## src/sv/cwp_pkg.sv

```systemverilog
`default_nettype none
package cwp_pkg;

  localparam int unsigned TimeW   = 48;
  localparam int unsigned ModW    = 4;
  localparam int unsigned CfgIdxW = 8;

  localparam logic [CfgIdxW-1:0] RegWindowWidth = 8'd0;
  localparam logic [CfgIdxW-1:0] RegStoredDelay = 8'd1;

  localparam logic [TimeW-1:0] WindowWidthReset = 48'd10;
  localparam logic [TimeW-1:0] StoredDelayReset = 48'd0;

  // Commands from the sequencer to the datapath
  typedef struct packed {
    logic load;     // capture a new single, start the walk
    logic advance;  // step to the next older entry
    logic emit;     // take the current entry as a pair
    logic finish;   // close the walk, store the single
  } cmd_t;

  // Status from the datapath to the sequencer
  typedef struct packed {
    logic at_end;      // walk stops at the current entry
    logic pair;        // current entry is from another module
    logic pend_valid;  // a pair waits for its last flag
    logic out_free;    // output register can take a pair this cycle
  } status_t;

endpackage
`default_nettype wire

```

## src/sv/cwp_if.sv

```systemverilog
`default_nettype none
interface cwp_in_if;
  logic                        valid;
  logic                        ready;
  logic [cwp_pkg::TimeW-1:0]   arrival_time;
  logic [cwp_pkg::ModW-1:0]    module_req;

  modport source (output valid, output arrival_time, output module_req, input ready);
  modport sink (input valid, input arrival_time, input module_req, output ready);
endinterface

interface cwp_out_if;
  logic                        valid;
  logic                        ready;
  logic [cwp_pkg::TimeW-1:0]   new_time;
  logic [cwp_pkg::ModW-1:0]    new_module;
  logic [cwp_pkg::TimeW-1:0]   partner_time;
  logic [cwp_pkg::ModW-1:0]    partner_module;
  logic                        last_pair;

  modport source (output valid, output new_time, output new_module, output partner_time,
                  output partner_module, output last_pair, input ready);
  modport sink (input valid, input new_time, input new_module, input partner_time,
                input partner_module, input last_pair, output ready);
endinterface

interface cwp_cfg_if;
  logic                          valid;
  logic                          ready;
  logic [cwp_pkg::CfgIdxW-1:0]   index;
  logic [cwp_pkg::TimeW-1:0]     data;

  modport source (output valid, output index, output data, input ready);
  modport sink (input valid, input index, input data, output ready);
endinterface
`default_nettype wire

```

## src/sv/coincidence_window_pairing_top.sv

```systemverilog
`default_nettype none
// Takes one single per walk: accepts it while idle, then steps through the window
// entries kept and closes the walk. The walk over the window memory, one read a
// cycle while the output side does not stall, sets the rate. A pair is loaded into
// the output register when the next pair is found or the walk ends.
// Reset clears the window fill, write pointer and handshake state and loads the
// register defaults; the window memory itself is not cleared.
module coincidence_window_pairing_top #(
  parameter int unsigned WINDOW_DEPTH = 16,
  parameter int unsigned TIME_BITS    = 48
) (
  input  wire logic  clk_i,
  input  wire logic  rst_ni,
  cwp_in_if.sink     sing_i,
  cwp_out_if.source  pair_o,
  cwp_cfg_if.sink    cfg_i
);

  cwp_pkg::cmd_t    cmd;
  cwp_pkg::status_t status;

  // registers are only written while idle
  assign cfg_i.ready = sing_i.ready;

  cwp_ctrl u_ctrl (
    .clk_i      (clk_i),
    .rst_ni     (rst_ni),
    .in_valid_i (sing_i.valid),
    .in_ready_o (sing_i.ready),
    .status_i   (status),
    .cmd_o      (cmd)
  );

  cwp_datapath #(
    .WINDOW_DEPTH (WINDOW_DEPTH),
    .TIME_BITS    (TIME_BITS)
  ) u_datapath (
    .clk_i            (clk_i),
    .rst_ni           (rst_ni),
    .cmd_i            (cmd),
    .status_o         (status),
    .arrival_time_i   (sing_i.arrival_time),
    .module_req_i     (sing_i.module_req),
    .cfg_valid_i      (cfg_i.valid && cfg_i.ready),
    .cfg_index_i      (cfg_i.index),
    .cfg_data_i       (cfg_i.data),
    .out_valid_o      (pair_o.valid),
    .out_ready_i      (pair_o.ready),
    .new_time_o       (pair_o.new_time),
    .new_module_o     (pair_o.new_module),
    .partner_time_o   (pair_o.partner_time),
    .partner_module_o (pair_o.partner_module),
    .last_pair_o      (pair_o.last_pair)
  );

endmodule
`default_nettype wire

```

## src/sv/cwp_ctrl.sv

```systemverilog
`default_nettype none
module cwp_ctrl (
  input  wire logic             clk_i,
  input  wire logic             rst_ni,
  input  wire logic             in_valid_i,
  output logic                  in_ready_o,
  input  wire cwp_pkg::status_t status_i,
  output cwp_pkg::cmd_t         cmd_o
);

  localparam logic StIdle = 1'b0;
  localparam logic StWalk = 1'b1;

  logic state_q, state_d;

  always_ff @(posedge clk_i or negedge rst_ni) begin
    if (!rst_ni) begin
      state_q <= StIdle;
    end else begin
      state_q <= state_d;
    end
  end

  assign in_ready_o = (state_q == StIdle);

  always_comb begin
    state_d       = state_q;
    cmd_o         = '0;
    unique case (state_q)
      StIdle: begin
        if (in_valid_i) begin
          cmd_o.load = 1'b1;
          state_d    = StWalk;
        end
      end
      StWalk: begin
        priority if (status_i.at_end) begin
          // hold until the pending pair can leave with its last flag
          cmd_o.finish = !status_i.pend_valid || status_i.out_free;
          if (cmd_o.finish) begin
            state_d = StIdle;
          end
        end else if (status_i.pair) begin
          cmd_o.emit    = !status_i.pend_valid || status_i.out_free;
          cmd_o.advance = cmd_o.emit;
        end else begin
          cmd_o.advance = 1'b1;
        end
      end
      default: state_d = StIdle;
    endcase
  end

endmodule
`default_nettype wire

```

## src/sv/cwp_datapath.sv

```systemverilog
`default_nettype none
module cwp_datapath #(
  parameter int unsigned WINDOW_DEPTH = 16,
  parameter int unsigned TIME_BITS    = 48
) (
  input  wire logic                         clk_i,
  input  wire logic                         rst_ni,
  input  wire cwp_pkg::cmd_t                cmd_i,
  output cwp_pkg::status_t                  status_o,
  input  wire logic [cwp_pkg::TimeW-1:0]    arrival_time_i,
  input  wire logic [cwp_pkg::ModW-1:0]     module_req_i,
  input  wire logic                         cfg_valid_i,
  input  wire logic [cwp_pkg::CfgIdxW-1:0]  cfg_index_i,
  input  wire logic [cwp_pkg::TimeW-1:0]    cfg_data_i,
  output logic                              out_valid_o,
  input  wire logic                         out_ready_i,
  output logic [cwp_pkg::TimeW-1:0]         new_time_o,
  output logic [cwp_pkg::ModW-1:0]          new_module_o,
  output logic [cwp_pkg::TimeW-1:0]         partner_time_o,
  output logic [cwp_pkg::ModW-1:0]          partner_module_o,
  output logic                              last_pair_o
);

  localparam int unsigned PtrW = $clog2(WINDOW_DEPTH);
  localparam int unsigned CntW = $clog2(WINDOW_DEPTH + 1);
  localparam logic [PtrW-1:0] PtrLast = PtrW'(WINDOW_DEPTH - 1);
  localparam logic [CntW-1:0] CntLast = CntW'(WINDOW_DEPTH - 1);

  logic [TIME_BITS-1:0]       mem_time [WINDOW_DEPTH];
  logic [cwp_pkg::ModW-1:0]   mem_mod  [WINDOW_DEPTH];

  logic [cwp_pkg::TimeW-1:0]  width_q, delay_q;
  logic [PtrW-1:0]            wr_ptr_q, cur_addr_q, rd_addr;
  logic [CntW-1:0]            fill_q, kept_q;
  logic [TIME_BITS-1:0]       t_q, rd_time_q, pend_time_q, diff;
  logic [cwp_pkg::ModW-1:0]   m_q, rd_mod_q, pend_mod_q;
  logic                       pend_valid_q, out_valid_q, out_load;

  function automatic logic [PtrW-1:0] prev_ptr(input logic [PtrW-1:0] p);
    prev_ptr = (p == '0) ? PtrLast : p - PtrW'(1);
  endfunction

  assign diff = t_q - rd_time_q;

  assign status_o.at_end     = (kept_q == fill_q) || (64'(diff) > 64'(width_q));
  assign status_o.pair       = (rd_mod_q != m_q);
  assign status_o.pend_valid = pend_valid_q;
  assign status_o.out_free   = !out_valid_q || out_ready_i;

  assign out_load = (cmd_i.emit || cmd_i.finish) && pend_valid_q;

  always_comb begin
    priority if (cmd_i.load) begin
      rd_addr = prev_ptr(wr_ptr_q);
    end else if (cmd_i.advance) begin
      rd_addr = prev_ptr(cur_addr_q);
    end else begin
      rd_addr = cur_addr_q;
    end
  end

  always_ff @(posedge clk_i) begin
    if (cmd_i.finish) begin
      mem_time[wr_ptr_q] <= TIME_BITS'(t_q + TIME_BITS'(delay_q));
      mem_mod[wr_ptr_q]  <= m_q;
    end
    rd_time_q <= mem_time[rd_addr];
    rd_mod_q  <= mem_mod[rd_addr];
  end

  always_ff @(posedge clk_i or negedge rst_ni) begin
    if (!rst_ni) begin
      width_q      <= cwp_pkg::WindowWidthReset;
      delay_q      <= cwp_pkg::StoredDelayReset;
      wr_ptr_q     <= '0;
      fill_q       <= '0;
      pend_valid_q <= 1'b0;
      out_valid_q  <= 1'b0;
    end else begin
      if (cfg_valid_i && cfg_index_i == cwp_pkg::RegWindowWidth) begin
        width_q <= cfg_data_i;
      end
      if (cfg_valid_i && cfg_index_i == cwp_pkg::RegStoredDelay) begin
        delay_q <= cfg_data_i;
      end
      if (cmd_i.finish) begin
        wr_ptr_q     <= (wr_ptr_q == PtrLast) ? '0 : wr_ptr_q + PtrW'(1);
        fill_q       <= ((kept_q >= CntLast) ? CntLast : kept_q) + CntW'(1);
        pend_valid_q <= 1'b0;
      end else if (cmd_i.emit) begin
        pend_valid_q <= 1'b1;
      end
      out_valid_q <= out_load || (out_valid_q && !out_ready_i);
    end
  end

  always_ff @(posedge clk_i) begin
    cur_addr_q <= rd_addr;
    if (cmd_i.load) begin
      t_q    <= TIME_BITS'(arrival_time_i);
      m_q    <= module_req_i;
      kept_q <= '0;
    end else if (cmd_i.advance) begin
      kept_q <= kept_q + CntW'(1);
    end
    if (cmd_i.emit) begin
      pend_time_q <= rd_time_q;
      pend_mod_q  <= rd_mod_q;
    end
    if (out_load) begin
      new_time_o       <= cwp_pkg::TimeW'(t_q);
      new_module_o     <= m_q;
      partner_time_o   <= cwp_pkg::TimeW'(pend_time_q);
      partner_module_o <= pend_mod_q;
      last_pair_o      <= cmd_i.finish;
    end
  end

  assign out_valid_o = out_valid_q;

endmodule
`default_nettype wire
```

## src/flat_wrapper.sv

```systemverilog
// flat-port wrapper written by rule: the top's interface ports become plain ports
module coincidence_window_pairing_top_flat 
#(
  parameter int unsigned WINDOW_DEPTH = 16,
  parameter int unsigned TIME_BITS    = 48
)
  (clk_i, rst_ni, sing_i_valid, sing_i_arrival_time, sing_i_module_req, sing_i_ready, pair_o_valid, pair_o_new_time, pair_o_new_module, pair_o_partner_time, pair_o_partner_module, pair_o_last_pair, pair_o_ready, cfg_i_valid, cfg_i_index, cfg_i_data, cfg_i_ready);
  cwp_in_if sing_i_i ();
  cwp_out_if pair_o_i ();
  cwp_cfg_if cfg_i_i ();
  input  wire logic clk_i;
  input  wire logic rst_ni;
  input wire logic [$bits(sing_i_i.valid)-1:0] sing_i_valid;
  input wire logic [$bits(sing_i_i.arrival_time)-1:0] sing_i_arrival_time;
  input wire logic [$bits(sing_i_i.module_req)-1:0] sing_i_module_req;
  output wire logic [$bits(sing_i_i.ready)-1:0] sing_i_ready;
  output wire logic [$bits(pair_o_i.valid)-1:0] pair_o_valid;
  output wire logic [$bits(pair_o_i.new_time)-1:0] pair_o_new_time;
  output wire logic [$bits(pair_o_i.new_module)-1:0] pair_o_new_module;
  output wire logic [$bits(pair_o_i.partner_time)-1:0] pair_o_partner_time;
  output wire logic [$bits(pair_o_i.partner_module)-1:0] pair_o_partner_module;
  output wire logic [$bits(pair_o_i.last_pair)-1:0] pair_o_last_pair;
  input wire logic [$bits(pair_o_i.ready)-1:0] pair_o_ready;
  input wire logic [$bits(cfg_i_i.valid)-1:0] cfg_i_valid;
  input wire logic [$bits(cfg_i_i.index)-1:0] cfg_i_index;
  input wire logic [$bits(cfg_i_i.data)-1:0] cfg_i_data;
  output wire logic [$bits(cfg_i_i.ready)-1:0] cfg_i_ready;
  assign sing_i_i.valid = sing_i_valid;
  assign sing_i_i.arrival_time = sing_i_arrival_time;
  assign sing_i_i.module_req = sing_i_module_req;
  assign sing_i_ready = sing_i_i.ready;
  assign pair_o_valid = pair_o_i.valid;
  assign pair_o_new_time = pair_o_i.new_time;
  assign pair_o_new_module = pair_o_i.new_module;
  assign pair_o_partner_time = pair_o_i.partner_time;
  assign pair_o_partner_module = pair_o_i.partner_module;
  assign pair_o_last_pair = pair_o_i.last_pair;
  assign pair_o_i.ready = pair_o_ready;
  assign cfg_i_i.valid = cfg_i_valid;
  assign cfg_i_i.index = cfg_i_index;
  assign cfg_i_i.data = cfg_i_data;
  assign cfg_i_ready = cfg_i_i.ready;
  coincidence_window_pairing_top #(.WINDOW_DEPTH(WINDOW_DEPTH), .TIME_BITS(TIME_BITS)) u_core (.clk_i(clk_i), .rst_ni(rst_ni), .sing_i(sing_i_i), .pair_o(pair_o_i), .cfg_i(cfg_i_i));
endmodule
```

## config.mk

```make
export PLATFORM = sky130hd
export DESIGN_NAME = coincidence_window_pairing_top_flat
export DESIGN_NICKNAME = d
export VERILOG_FILES = /design/src/sv/cwp_pkg.sv /design/src/sv/cwp_if.sv /design/src/sv/coincidence_window_pairing_top.sv /design/src/sv/cwp_ctrl.sv /design/src/sv/cwp_datapath.sv /design/src/flat_wrapper.sv
export SDC_FILE = /design/constraint.sdc
export NUM_CORES = 2
export LEC_CHECK = 0
export BUFFER_PORTS_ARGS = -buffer_cell sky130_fd_sc_hd__buf_2
export CORE_ASPECT_RATIO = 1.5
export CORE_MARGIN = 10
export CORE_UTILIZATION = 45
export CTS_BUF_LIST = sky130_fd_sc_hd__clkbuf_4
export CTS_CLUSTER_SIZE = 28
export DETAILED_ROUTE_END_ITERATION = 12
export HOLD_SLACK_MARGIN = 0.05
export SLEW_MARGIN = 15
export SYNTH_ARGS = -nofsm -noshare
export SYNTH_HDL_FRONTEND = slang
export SYNTH_SLANG_ARGS = --single-unit
```

## constraint.sdc

```tcl
create_clock -name clk_i -period 9.7 [get_ports clk_i]
set_input_delay 0.97 -clock clk_i [delete_from_list [all_inputs] [get_ports clk_i]]
set_output_delay 0.97 -clock clk_i [all_outputs]
set_load 0.01 [all_outputs]
```

; ---- Word-level counts from Yosys, hierarchy flattened
; Memories as Yosys holds them, arrays and structs flattened. A register that Yosys moved wholly into a read port is not among the register bits.
; Cells that the tools add are included.
[totals]
ff_bits = 326
mem_bits_rw = 832
in_bits = 113
output_inout_bits = 108
wordCells = 71
mem_count = 2
[memory_table]
columns = name, words, width, rd, rd_ports_with_merged_regs, wr, line_no
row1 = u_core.u_datapath.mem_time, 16, 48, 1, 1, 1, cwp_datapath.sv:29  ; logic [TIME_BITS-1:0] mem_time [WINDOW_DEPTH];
row2 = u_core.u_datapath.mem_mod, 16, 4, 1, 1, 1, cwp_datapath.sv:30  ; logic [cwp_pkg::ModW-1:0] mem_mod [WINDOW_DEPTH];
[op_classes]
addsub = 7
order_cmp = 2
n_eq_ne = 4
muxes = 20
bitwise_logic = 1
n_reduce_logical = 17
[op_table]
columns = op, n
row1 = adder 48 bit, 1
row2 = greater-than comparator 48 bit, 1
row3 = subtractor 48 bit, 1
row4 = 2-to-1 mux 4 bit, 5
row5 = 2-to-1 mux 1 bit, 11
row6 = "adder 5 x 1 -> 5 bit, second input constant", 2
row7 = "== test 8 x 1 -> 1 bit, second input constant", 1
row8 = zero test 4 bit, 2
row9 = zero test 8 bit, 1
row10 = "subtractor 4 x 1 -> 4 bit, second input constant", 2
row11 = == test 5 bit, 1
row12 = ">= comparator 5 x 4 -> 1 bit, second input constant", 1
row13 = logical AND 1 bit, 5
row14 = logical OR 1 bit, 5
row15 = 2-to-1 mux 5 bit, 1
row16 = "adder 4 x 1 -> 4 bit, second input constant", 1
row17 = "== test 4 bit, second input constant", 1
row18 = != test 4 bit, 1
row19 = zero test 1 bit, 3
row20 = 2-to-1 mux 3 bit, 1
row21 = 2-to-1 mux 2 bit, 1
row22 = one-hot mux 1 bit (2 select lines), 1
row23 = nonzero test 2 bit, 1
row24 = NOT 1 bit, 1

; ---- Logic depth before layout (Yosys ltp)
[logic_depth]
word_depth = 9
depth_mapped = 31
ltp_nobuf = 27

; ---- Hierarchy
; A second synthesis with hierarchy kept.
[unflattened]
cells_unflattened = 3065
area_unflattened_um2 = 50161.9
[modules_own_cells]
columns = mod, n_inst, cells_per_inst, area_per_inst_um2, seq_area_each_um2
row1 = cwp_datapath, 1, 3053, 50058.0, 35161.2
row2 = cwp_ctrl, 1, 10, 90.1, 25.0
row3 = coincidence_window_pairing_top, 1, 2, 13.8, 0.0

; ---- Worst setup path after synthesis
; Ideal clock, no wire load.
[synth_path]
path_type = register -> register
startpoint = reg u_core.u_datapath.t_q[0]
endpoint = mem u_core.u_datapath.mem_mod[3][0] in the netlist's numbering, enable pin
setup_time_ps = 526
t_arrival_ps = 8885
required_time_ps = 9174
slack_ps = 289
path_stages_with_launch = 27
path_buffers = 1
period_less_slack_ps = 9411
path_cell_list = edfxtp_1 inv_1 ha_1 inv_1 fa_1 a211oi_1 o21ai_0 a211oi_1 a21bo_2 a31oi_1 a41oi_1 o21ai_0 a21oi_1 o21ai_0 a221oi_1 xnor2_1 ha_1 nand3_1 or3_1 or3_1 nor3_1 a211oi_1 o21ai_1 nor2b_1 clkbuf_1 nand2_1 nor3_1
[synth_via]
elab_chain_len = 7
[synth_lines]
columns = item, line_no
row1 = "start, declared", cwp_datapath.sv:35  ; logic [TIME_BITS-1:0] t_q, rd_time_q, pend_time_q, diff;
row2 = "start signal, assigned", cwp_datapath.sv:100  ; t_q <= TIME_BITS'(arrival_time_i);
row3 = subtractor 48 bit, cwp_datapath.sv:43  ; assign diff = t_q - rd_time_q;
row4 = greater-than comparator 48 bit, cwp_datapath.sv:45  ; assign status_o.at_end = (kept_q == fill_q) || (64'(diff) > 64'(width_q));
row5 = logical OR 1 bit, cwp_datapath.sv:45
row6 = 2-to-1 mux 1 bit, cwp_ctrl.sv:37  ; priority if (status_i.at_end) begin
row7 = 2-to-1 mux 3 bit, cwp_ctrl.sv:29  ; unique case (state_q)
row8 = 2-to-1 mux 1 bit, cwp_datapath.sv:63  ; if (cmd_i.finish) begin
row9 = 2-to-1 mux 1 bit (not written as such), cwp_datapath.sv:65  ; mem_mod[wr_ptr_q] <= m_q;
row10 = "end, declared", cwp_datapath.sv:30
; No other way between the ends.

; ---- Final worst setup path
[layout_path]
startpoint = reg u_core.u_datapath.t_q[0]
endpoint = mem u_core.u_datapath.mem_mod[14][1] in the netlist's numbering, enable pin
; Same word-level chain as after synthesis.

==> impl_metrics.xml <==
<?xml version="1.0" encoding="UTF-8"?>
<metrics>
  <group name="grt">
    <metric name="grt_antenna_before_repair" unit="">3</metric>
    <metric name="maximum_number_of_pins_on_one_net_before_global_route_repair" unit="">81</metric>
    <metric name="gr-usage-all-layers" unit="%">20.1</metric>
    <metric name="grt-ovfl-total" unit="">0</metric>
    <metric name="first_global_vias" unit="">29900</metric>
    <metric name="global_route_wire_length_before_repair" unit="mm">187</metric>
  </group>
  <group name="clock_tree">
    <metric name="cts_made_buffers" unit="">305</metric>
    <metric name="root_buffer" unit="">sky130_fd_sc_hd__clkbuf_4</metric>
    <metric name="resized_cells_post_cts" unit="">0</metric>
    <metric name="clkLatencyLatePin" unit="ns">1.22</metric>
    <metric name="worst_setup_hold_path_clk_slew" unit="ns">0.06</metric>
    <metric name="tritoncts_clock_tree" unit="">yes</metric>
    <metric name="post_cts_hold_buffers" unit="">103</metric>
    <metric name="maximum_buffer_depth_of_the_clock_tree" unit="">4</metric>
    <metric name="cts_setup_buffers" unit="">0</metric>
    <metric name="clkSinkCount" unit="">1210</metric>
    <metric name="clock_tree.htree_level_count" unit="">5</metric>
  </group>
  <group name="floorplanning">
    <metric name="height_of_the_chip" unit="microns">428</metric>
    <metric name="core_area" unit="sq mm">0.110</metric>
    <metric name="num_rows" unit="">149</metric>
    <metric name="fp.dieArea" unit="sq mm">0.125</metric>
    <metric name="initial_utilization" unit="%">45.3</metric>
    <metric name="die_x" unit="microns">292</metric>
    <metric name="pin_count" unit="">221</metric>
  </group>
  <group name="place">
    <metric name="placedInstanceArea" unit="sq mm">0.0532</metric>
    <metric name="pre_cts_slack" unit="ns">1.16</metric>
    <metric name="placedCellCount" unit="">4450</metric>
    <metric name="finalWeightedCongestion" unit="">0.864</metric>
    <metric name="hpwlAfterDp" unit="mm">78.2</metric>
    <metric name="buffer_ports.inserted" unit="">220</metric>
  </group>
  <group name="setup_path">
    <metric name="critPathSlowestCell" unit="">sky130_fd_sc_hd__nor2_4</metric>
    <metric name="required" unit="ns">10.58</metric>
    <metric name="worst_setup_path_end_kind" unit="">flop</metric>
    <metric name="crit_path_max_incr_delay" unit="ns">0.71</metric>
    <metric name="critPathLaunchType" unit="">flop</metric>
    <metric name="path_class" unit="">flop to flop</metric>
    <metric name="arrival" unit="ns">9.53</metric>
    <metric name="critical_path_peak_fanout" unit="">14</metric>
  </group>
  <group name="synth">
    <metric name="synth_top_cell_area_share" unit="%">62.6</metric>
    <metric name="synthFlopType" unit="">sky130_fd_sc_hd__edfxtp_1</metric>
    <metric name="synth_enable_flop_cells" unit="">1041</metric>
    <metric name="mappedNetlistNets" unit="">3099</metric>
    <metric name="mappedNetlistArea" unit="sq mm">0.0499</metric>
    <metric name="average_footprint_of_a_synthesized_cell" unit="sq um">17.6</metric>
    <metric name="synth_sequential_area_ratio" unit="%">70.5</metric>
    <metric name="postSynthCellCount" unit="">2833</metric>
    <metric name="ys_async_sr_fraction" unit="%">8.93</metric>
    <metric name="synth.ff_latch_count" unit="">1210</metric>
    <metric name="synth-warning-count" unit="">0</metric>
    <metric name="post_synth_main_area_contributors" unit="">sky130_fd_sc_hd__edfxtp_1, sky130_fd_sc_hd__mux4_2, sky130_fd_sc_hd__dfrtp_1</metric>
    <metric name="post-synth-top-area-cell" unit="">sky130_fd_sc_hd__edfxtp_1</metric>
    <metric name="synth.cells.most_frequent" unit="">sky130_fd_sc_hd__edfxtp_1, sky130_fd_sc_hd__mux4_2, sky130_fd_sc_hd__mux2i_1, sky130_fd_sc_hd__ha_1, sky130_fd_sc_hd__inv_1</metric>
    <metric name="netlist-cell-type-count" unit="">70</metric>
    <metric name="synthMostInstantiatedCell" unit="">sky130_fd_sc_hd__edfxtp_1</metric>
  </group>
  <group name="sta">
    <metric name="grt_setup_unrepaired" unit="">false</metric>
    <metric name="worstMarginPinSlew" unit="ns">1.12</metric>
    <metric name="post-route-worst-setup-slack" unit="ns">1.05</metric>
    <metric name="drv_slew" unit="">0</metric>
    <metric name="fmax" unit="GHz">0.116</metric>
    <metric name="finClkSkew" unit="ns">0.0753</metric>
    <metric name="report.final.setup_viol" unit="">0</metric>
    <metric name="slew_headroom" unit="%">25.4</metric>
    <metric name="period_needed" unit="ns">8.65</metric>
    <metric name="final-hold-violation-count" unit="">0</metric>
    <metric name="fin_tns_setup" unit="ns">0</metric>
    <metric name="final.period_utilization" unit="%">89.2</metric>
  </group>
  <group name="status">
    <metric name="outcome" unit="">complete, no violations</metric>
  </group>
  <group name="finish">
    <metric name="area_delta_synth_final" unit="%">16.8</metric>
    <metric name="post_route_cells_drive_above_1_share" unit="%">29.9</metric>
    <metric name="final_design_area_no_fill" unit="sq mm">0.0583</metric>
    <metric name="design.final.nets" unit="">3692</metric>
    <metric name="fin_cells" unit="">5096</metric>
  </group>
  <group name="drt">
    <metric name="avgRoutedWirePerCell" unit="microns">24.9</metric>
    <metric name="route.detailed.drc" unit="">0</metric>
    <metric name="initialDrtViolationCount" unit="">1946</metric>
    <metric name="detail_route.vias_per_cell" unit="">5.53</metric>
    <metric name="route.vias.total" unit="">28200</metric>
    <metric name="routed_wirelength" unit="mm">127</metric>
    <metric name="remaining_number_of_nets_flagged_by_the_antenna_check_after_routing" unit="">0</metric>
    <metric name="detail_route.first_pass.iterations" unit="">5</metric>
  </group>
  <group name="power_and_ir_drop">
    <metric name="p_leak" unit="nW">22.3</metric>
    <metric name="totalPowerFinal" unit="W">0.0191</metric>
    <metric name="peakVddDrop" unit="mV">0.780</metric>
    <metric name="cell_area_power_density" unit="mW/mm^2">327</metric>
  </group>
  <group name="min_path">
    <metric name="worst_min_delay_path_class" unit="">primary input to flop</metric>
  </group>
  <group name="job">
    <metric name="max_cap_viol_count" unit="">0</metric>
  </group>
</metrics>
-- report_power, final --
group	internal, W	switching [W]
Clock	0.00228	0.00203
Sequential	0.00655	0.000328
Combinational	0.00371	0.00419
-- worst paths after layout --
path                                                         from                              endpoint  slack (ns)  cells after the start
worst max-delay path                     u_core.u_datapath.t_q[0]      u_core.u_datapath.mem_mod[14][1]        1.05                     26
worst min-delay path                               cfg_i_index[0]         u_core.u_datapath.width_q[28]        0.27                      3
worst max register to register           u_core.u_datapath.t_q[0]      u_core.u_datapath.mem_mod[14][1]        1.05                     26
worst min register to register  u_core.u_datapath.pend_time_q[12]  u_core.u_datapath.partner_time_o[12]        0.41                      0
max in group asynchronous                                  rst_ni           u_core.u_datapath.fill_q[3]        7.99                      3
min in group asynchronous                                  rst_ni         u_core.u_datapath.width_q[20]        0.35                      2
-- per-stage QoR --
| stage | hold slack [ns] | util [%] |
|---|---|---|
| finish | 0.266 | 52.9 |
| global route | 0.211 | 52.9 |
| CTS | 0.0948 | 52.8 |
| detailed placement | 0.405 | 48.3 |
| global placement | 0.402 | 48.3 |
| floorplan | 0.400 | - |
-- kinds of logic (layout without fill, tap and decap cells) --
group                    count (synthesis)  after routing  share of synthesized area (%)
AO/OA/AOI/OAI                          378            378                           4.73
AND/OR/NAND/NOR                        339            339                           3.29
XOR/XNOR                               105            105                           1.84
flip-flops                            1210           1210                           70.5
multiplexers                           419            419                           13.7
buffers and inverters                  229           1054                           2.07
adder cells (fa/ha/maj)                153            153                           3.86
other                                    0              4                              0
-- cell usage in the layout, fill, tap and decap left out, types with 9 or more instances in the layout --
| cell type | netlist | final |
|---|---|---|
| sky130_fd_sc_hd__buf_4 | 4 | 40 |
| sky130_fd_sc_hd__mux4_2 | 208 | 208 |
| sky130_fd_sc_hd__mux2i_1 | 159 | 159 |
| sky130_fd_sc_hd__clkinv_1 | 1 | 57 |
| sky130_fd_sc_hd__nand2b_1 | 20 | 20 |
| sky130_fd_sc_hd__nor2_1 | 66 | 53 |
| sky130_fd_sc_hd__xnor2_2 | 0 | 26 |
| sky130_fd_sc_hd__clkinv_2 | 0 | 12 |
| sky130_fd_sc_hd__nor3_1 | 17 | 12 |
| sky130_fd_sc_hd__a21o_1 | 56 | 56 |
| sky130_fd_sc_hd__nand4_1 | 22 | 22 |
| sky130_fd_sc_hd__o21ai_0 | 103 | 103 |
| sky130_fd_sc_hd__a211oi_1 | 13 | 13 |
| sky130_fd_sc_hd__o21bai_1 | 15 | 15 |
| sky130_fd_sc_hd__dfxtp_1 | 61 | 61 |
| sky130_fd_sc_hd__inv_1 | 131 | 131 |
| sky130_fd_sc_hd__xor2_1 | 42 | 35 |
| sky130_fd_sc_hd__buf_12 | 0 | 20 |
| sky130_fd_sc_hd__o21a_1 | 13 | 12 |
| sky130_fd_sc_hd__a21oi_1 | 104 | 103 |
| sky130_fd_sc_hd__xnor2_1 | 63 | 37 |
| sky130_fd_sc_hd__ha_1 | 151 | 151 |
| sky130_fd_sc_hd__dlygate4sd3_1 | 0 | 103 |
| sky130_fd_sc_hd__buf_2 | 42 | 219 |
| sky130_fd_sc_hd__a31oi_1 | 11 | 11 |
| sky130_fd_sc_hd__or3_1 | 9 | 9 |
| sky130_fd_sc_hd__and3_1 | 10 | 10 |
| sky130_fd_sc_hd__nor2_4 | 0 | 13 |
| sky130_fd_sc_hd__nor2b_1 | 15 | 15 |
| sky130_fd_sc_hd__nand3_1 | 31 | 31 |
| sky130_fd_sc_hd__dfrtp_1 | 106 | 106 |
| sky130_fd_sc_hd__nand2_1 | 115 | 115 |
| sky130_fd_sc_hd__edfxtp_1 | 1041 | 1041 |
| sky130_fd_sc_hd__mux2_2 | 52 | 52 |
| sky130_fd_sc_hd__clkbuf_4 | 0 | 460 |
-- per-layer routing --
layer | vias to the layer above | routed length [microns] | global-route usage, %
met5 | - | 0 | 0
met4 | 0 | 3830 | 7.99
met3 | 238 | 6850 | 4.36
met2 | 922 | 65300 | 34.6
met1 | 14500 | 50900 | 24.2
li1 | 12500 | - | -
-- state kept, by name, summed over array words and instances, names as in the netlist, 5 cells and up --
signal	cells
u_core.u_datapath.delay_q	48
u_core.u_datapath.fill_q	5
u_core.u_datapath.kept_q	5
u_core.u_datapath.mem_mod	64
u_core.u_datapath.mem_time	768
u_core.u_datapath.new_time_o	48
u_core.u_datapath.partner_time_o	48
u_core.u_datapath.pend_time_q	48
u_core.u_datapath.rd_time_q	48
u_core.u_datapath.t_q	48
u_core.u_datapath.width_q	48
-- worst max-delay path, delay by kind of cell, from the launching register on --
| family | cells | cell delay, ns |
|---|---|---|
| xor gates and xnor gates | 1 | 0.11 |
| AOI/OAI and AO/OA | 12 | 3.50 |
| and+or+nand+nor | 7 | 2.89 |
| buffers and inverters | 3 | 0.49 |
| DFF | 1 | 0.44 |
| adders and majority gates | 3 | 0.87 |
-- cell type report --
class | instances | area, sq um
flip-flops and latches | 1210 | 35200
diodes | 4 | 10.0
well taps | 1434 | 1790
inverters | 133 | 503
clock buffers | 460 | 3450
multi-input cells | 1394 | 14100
repair buffers | 382 | 2830
fillers | 8872 | 51900
clock inverters | 79 | 420
(Power assumes the default switching activity.)
